`src/gbc_pkg.sv`:
```
// shared types and constants of the 3x3 gaussian blur core
`timescale 1ns / 1ps
package gbc_pkg;

	localparam int PIX_W     = 8;
	localparam int COL_W     = 12;
	localparam int ROW_W     = 12;
	localparam int OUT_COL_W = 10;
	localparam int NRES      = 4;

	// configuration register indexes
	localparam int REG_WIDTH  = 0;
	localparam int REG_HEIGHT = 1;

	// result kinds, also bit positions in the result mask
	localparam int RES_INNER       = 0;
	localparam int RES_RIGHT       = 1;
	localparam int RES_BOTTOM      = 2;
	localparam int RES_BOTTOM_RIGHT = 3;

	typedef logic [PIX_W-1:0] pix_t;
	typedef logic [NRES-1:0]  res_mask_t;

	typedef struct packed {
		pix_t             pix;
		pix_t             top;
		pix_t             mid;
		logic [COL_W-1:0] col;
		logic [ROW_W-1:0] row;
		res_mask_t        mask;
	} win_item_t;

endpackage

```
`src/gbc_window.sv`:
```
// 3x3 window registers, result sequencing and output register
`timescale 1ns / 1ps
module gbc_window
	import gbc_pkg::*;
(
	input  logic                 clk,
	input  logic                 arst_n,
	input  logic                 load,
	input  win_item_t            item,
	output logic                 ready,
	output logic                 out_valid,
	input  logic                 out_stall,
	output logic [PIX_W-1:0]     blurred,
	output logic [OUT_COL_W-1:0] out_col,
	output logic [ROW_W-1:0]     out_row,
	output logic                 run_last,
	output logic                 frame_end
);

	pix_t             win_q [3][3];
	res_mask_t        mask_q;
	logic [COL_W-1:0] col_q;
	logic [ROW_W-1:0] row_q;

	logic                 out_valid_q;
	pix_t                 blurred_q;
	logic [OUT_COL_W-1:0] out_col_q;
	logic [ROW_W-1:0]     out_row_q;
	logic                 run_last_q;
	logic                 frame_end_q;

	res_mask_t        pick;
	res_mask_t        rest;
	logic [1:0]       kind;
	logic             out_load;
	pix_t             row_in [3];
	logic [9:0]       row_sum [3];
	logic [11:0]      sum;
	logic [COL_W-1:0] col_sel;
	logic [ROW_W-1:0] row_sel;

	assign pick = mask_q & (~mask_q + res_mask_t'(1));
	assign rest = mask_q & ~pick;

	always_comb begin
		kind = 2'(RES_INNER);
		case (1'b1)
			pick[RES_INNER]:        kind = 2'(RES_INNER);
			pick[RES_RIGHT]:        kind = 2'(RES_RIGHT);
			pick[RES_BOTTOM]:       kind = 2'(RES_BOTTOM);
			pick[RES_BOTTOM_RIGHT]: kind = 2'(RES_BOTTOM_RIGHT);
			default:                kind = 2'(RES_INNER);
		endcase
	end

	assign out_load = (|mask_q) && (!out_valid_q || !out_stall);
	assign ready    = (mask_q == '0) || (out_load && $onehot(mask_q));

	// kind bit 0 replicates the right column, bit 1 replicates the bottom row
	always_comb begin
		for (int i = 0; i < 3; i++) begin
			if (kind[0]) begin
				row_sum[i] = 10'(win_q[i][1]) + {1'b0, win_q[i][2], 1'b0}
					+ 10'(win_q[i][2]);
			end else begin
				row_sum[i] = 10'(win_q[i][0]) + {1'b0, win_q[i][1], 1'b0}
					+ 10'(win_q[i][2]);
			end
		end
		if (kind[1]) begin
			sum = 12'(row_sum[1]) + {1'b0, row_sum[2], 1'b0} + 12'(row_sum[2]);
		end else begin
			sum = 12'(row_sum[0]) + {1'b0, row_sum[1], 1'b0} + 12'(row_sum[2]);
		end
		col_sel = kind[0] ? col_q : col_q - COL_W'(1);
		row_sel = kind[1] ? row_q : row_q - ROW_W'(1);
	end

	assign row_in[0] = item.top;
	assign row_in[1] = item.mid;
	assign row_in[2] = item.pix;

	always_ff @(posedge clk or negedge arst_n) begin
		if (!arst_n) begin
			for (int i = 0; i < 3; i++) begin
				for (int j = 0; j < 3; j++) begin
					win_q[i][j] <= '0;
				end
			end
			mask_q <= '0;
		end else if (load) begin
			for (int i = 0; i < 3; i++) begin
				if (item.col == '0) begin
					win_q[i][0] <= row_in[i];
					win_q[i][1] <= row_in[i];
				end else begin
					win_q[i][0] <= win_q[i][1];
					win_q[i][1] <= win_q[i][2];
				end
				win_q[i][2] <= row_in[i];
			end
			mask_q <= item.mask;
		end else if (out_load) begin
			mask_q <= rest;
		end
	end

	always_ff @(posedge clk) begin
		if (load) begin
			col_q <= item.col;
			row_q <= item.row;
		end
	end

	always_ff @(posedge clk or negedge arst_n) begin
		if (!arst_n) begin
			out_valid_q <= 1'b0;
		end else if (out_load) begin
			out_valid_q <= 1'b1;
		end else if (!out_stall) begin
			out_valid_q <= 1'b0;
		end
	end

	always_ff @(posedge clk) begin
		if (out_load) begin
			blurred_q   <= sum[11:4];
			out_col_q   <= col_sel[OUT_COL_W-1:0];
			out_row_q   <= row_sel;
			run_last_q  <= (rest == '0);
			frame_end_q <= (kind == 2'(RES_BOTTOM_RIGHT));
		end
	end

	assign out_valid = out_valid_q;
	assign blurred   = blurred_q;
	assign out_col   = out_col_q;
	assign out_row   = out_row_q;
	assign run_last  = run_last_q;
	assign frame_end = frame_end_q;

	a_load_when_ready: assert property (@(posedge clk) disable iff (!arst_n)
		load |-> ready)
		else $error("window loaded while results still pending");

	a_pick_onehot: assert property (@(posedge clk) disable iff (!arst_n)
		$onehot0(pick) && ((mask_q != '0) == $onehot(pick)))
		else $error("result pick is not a single kind");

	a_frame_end_last: assert property (@(posedge clk) disable iff (!arst_n)
		out_valid_q && frame_end_q |-> run_last_q)
		else $error("frame end result is not the last of its item");

endmodule
```
`config.mk`:
```
export PLATFORM = sky130hd
export DESIGN_NAME = gbc_window
export DESIGN_NICKNAME = d
export VERILOG_FILES = /design/src/gbc_pkg.sv /design/src/gbc_window.sv
export SDC_FILE = /design/constraint.sdc
export NUM_CORES = 1
export LEC_CHECK = 0
export BUFFER_PORTS_ARGS = -buffer_cell sky130_fd_sc_hd__buf_2
export CAP_MARGIN = 25
export CORE_MARGIN = 8
export CORE_UTILIZATION = 55
export CTS_CLUSTER_SIZE = 8
export DETAILED_ROUTE_END_ITERATION = 7
export PLACE_DENSITY = 0.75
export REMOVE_ABC_BUFFERS = 1
export SLEW_MARGIN = 40
export SYNTH_ARGS = -nofsm -noshare
export SYNTH_HDL_FRONTEND = slang
export SYNTH_SLANG_ARGS = --single-unit
```
`constraint.sdc`:
```
create_clock -name clk -period 12.5 [get_ports clk]
set_input_delay 0.625 -clock clk [delete_from_list [all_inputs] [get_ports clk]]
set_output_delay 0.625 -clock clk [all_outputs]
set_load 0.03 [all_outputs]
```
==> flow_summary.json <==
{
  "slew_headroom_pct": 49.4,
  "drv_slew": 0,
  "synth_ff_type": "dfrtp_1",
  "nets": 1212,
  "synth_cells": 923,
  "die_h_um": 149,
  "clock_latency_ns": 0.43,
  "synthXorXnorAreaFrac_pct": 5.50,
  "gp_congestion": 0.864,
  "drt_iter0_drc": 422,
  "drc_errors": 0,
  "dr.pass1.iters": 4,
  "ys_async_sr_fraction_pct": 58.8,
  "synth_area_leaders": "dfrtp_1, edfxtp_1, fa_1, ha_1, mux2i_1",
  "rsz0062_at_grt": "false",
  "avgRoutedWirePerCell_um": 15.8,
  "synth_top_cell_area_share_pct": 19.8,
  "hold_path.class": "primary input to async pin",
  "n_fill_cell": 1342,
  "fp.coreArea_um2": 17300,
  "die_x_um": 149,
  "cts_max_path_buffers": 2,
  "yosys.area.top_type": "dfrtp_1",
  "start_util_pct": 56.1,
  "hold_viol_final": 0,
  "postCtsHoldBufs": 0,
  "antenna_found_initial": 0,
  "muxShareOfSynthArea_pct": 8.11,
  "min_period_ns": 5.27,
  "io_buffers": 89,
  "peakVddDrop_mv": 0.242,
  "synth-edff-count": 54,
  "antenna_cells": 0,
  "area_delta_synth_final_pct": 14.0,
  "p_per_area_nw_per_um2": 316,
  "yosys_warnings": 0,
  "postCtsSetupRepairBufs": 0,
  "grt_pass1_vias": 7054,
  "cts_resized": 0,
  "path_class": "flop to flop",
  "place_ws_ns": 7.18,
  "io-pin-count": 90,
  "vias_per_cell": 5.46,
  "startpoint_type": "flop",
  "ys_types": 58,
  "path_max_fanout": 6,
  "grt_pass1_wl_mm": 33.1,
  "hpwl_mm": 15.0,
  "synth_compound_area_share_pct": 12.1,
  "root_buffer": "clkbuf_16",
  "synth_simple_gate_area_share_pct": 9.95,
  "critical_path.endpoint_type": "flop",
  "num_vias": 6820,
  "ant_nets": 0,
  "dieArea_um2": 22200,
  "cts_tree": "done",
  "grt_max_degree": 81,
  "cts_buffers": 17,
  "grt.overflow.total": 0,
  "finalSetupTns_ns": 0,
  "drv_cap": 0,
  "avgSynthCellArea_um2": 10.5,
  "outcome": "complete, no violations",
  "wl_mm": 19.7,
  "seq_area_um2": 3550,
  "tightest_slew_ns": 0.759,
  "synth_adder_area_share_pct": 24.0,
  "fmax_ghz": 0.190,
  "yosysMostFrequentCell": "nor2_1",
  "synth_seq_area_share_pct": 36.5,
  "clock-sinks": 131,
  "p_leak_nw": 5.20,
  "grtUsageTotal_pct": 18.4,
  "synth_area_um2": 9710,
  "finalSetupViolCount": 0,
  "synth_top_family_by_area": "adder cells",
  "critPathRequiredTime_ns": 12.68,
  "rows": 48,
  "drive_above_1_share_pct": 15.7,
  "synth_common_cells": "nor2_1, a21oi_1, ha_1",
  "multiInputGateArea_um2": 5820,
  "worstPathArrival_ns": 5.45,
  "fin_crit_sh_pct": 42.2,
  "finalWorstSetupSlack_ns": 7.23,
  "h-tree-depth": 4,
  "ys_seq_elements": 131,
  "skew_ns": 0.0104,
  "clk_pin_slew_ns": 0.07
}
[stage by stage]
step           std cells  hold slack (ns)  util, %  instance area, um^2  power (mW)
4_1_cts             1247            0.260     63.9                11000        3.50
2_1_floorplan        895            0.329        -                 9600        2.47
3_5_place_dp        1215            0.531     60.5                10500        2.99
5_1_grt             1248            0.278     64.0                11100        3.81
6_report            1248            0.229     64.0                11100        3.49
3_3_place_gp        1212            0.500     60.0                10400        2.93
[metal layers]
metal	routed length (um)	share of wire (%)	track usage, %	vias to the layer above
li1	-	-	-	3407
met1	8650	44	22.8	3250
met2	9730	49	31.5	138
met3	980	5.0	3.70	25
met4	356	1.8	6.76	0
met5	0	0	0	-
[critical path: stages, from the launching register on]
cell and delay (ns):
dfrtp_1 0.40, inv_1 0.13, fa_1 0.53, inv_1 0.05, ha_1 0.22, fa_1 0.40
a21o_1 0.19, a21oi_1 0.22, nor2b_1 0.07, o21ai_0 0.21, a21boi_0 0.15, a21oi_1 0.18
mux2i_1 0.15, fa_1 0.52, inv_1 0.05, ha_1 0.37, a21o_1 0.20, a211oi_1 0.33
nand2_1 0.09, o21ai_0 0.11, a31oi_2 0.09, a211oi_1 0.29, nor2_1 0.07
[worst paths after layout]
path	from	to	slack (ns)	depth (start not counted)
setup / recovery	win_q[25]	blurred[7]	7.23	22
hold / removal	arst_n	win_q[5]	0.23	1
setup reg to reg	win_q[25]	blurred[7]	7.23	22
hold reg to reg	win_q[16]	win_q[16]	0.54	2
max in group asynchronous	arst_n	win_q[64]	11.76	1
min in group clk	item[15]	row_q[11]	0.38	1
[sequential cells by signal, indices dropped and copies added (netlist names)]
register and flops:
win_q 72, out_row 12, row_q 12, col_q 10
out_col 10, blurred 8, mask_q 4, frame_end 1
out_valid 1, run_last 1
[report_power, final]
part | internal, mW | leakage, nW | switching (mW)
registers | 0.568 | 1.40 | 0.0526
logic | 1.03 | 3.52 | 1.35
clock network | 0.267 | 0.281 | 0.223
total | 1.87 | 5.20 | 1.63
[cells by family after synthesis]
kind of cell               count (synthesis)
and+or+nand+nor                          222
AOI/OAI and AO/OA                        189
muxes                                     76
xor gates and xnor gates                  61
adders and majority gates                146
DFF                                      131
buffers and inverters                     98
[layout make-up]
class,instances,share of cell area [%]
tap,225,2.54
clock inverter,15,1.41
inverter,70,2.37
sequential,131,32.1
clock buffer,17,3.84
timing repair buffer,96,5.17
multi-input combinational,694,52.6
[cells in the final DEF, fill, tap and decap left out, drive strengths merged, types with 6 or more instances in the layout]
cell type	n
a211oi	9
a21o	17
a21oi	86
buf	96
clkbuf	17
dfrtp	77
edfxtp	54
fa	67
ha	79
inv	80
mux2	21
mux2i	55
nand2	65
nor2	98
nor2b	6
nor3	17
nor4	10
o21a	6
o21ai	41
xnor2	35
xor2	26
Power figures use the tool's default switching activity.
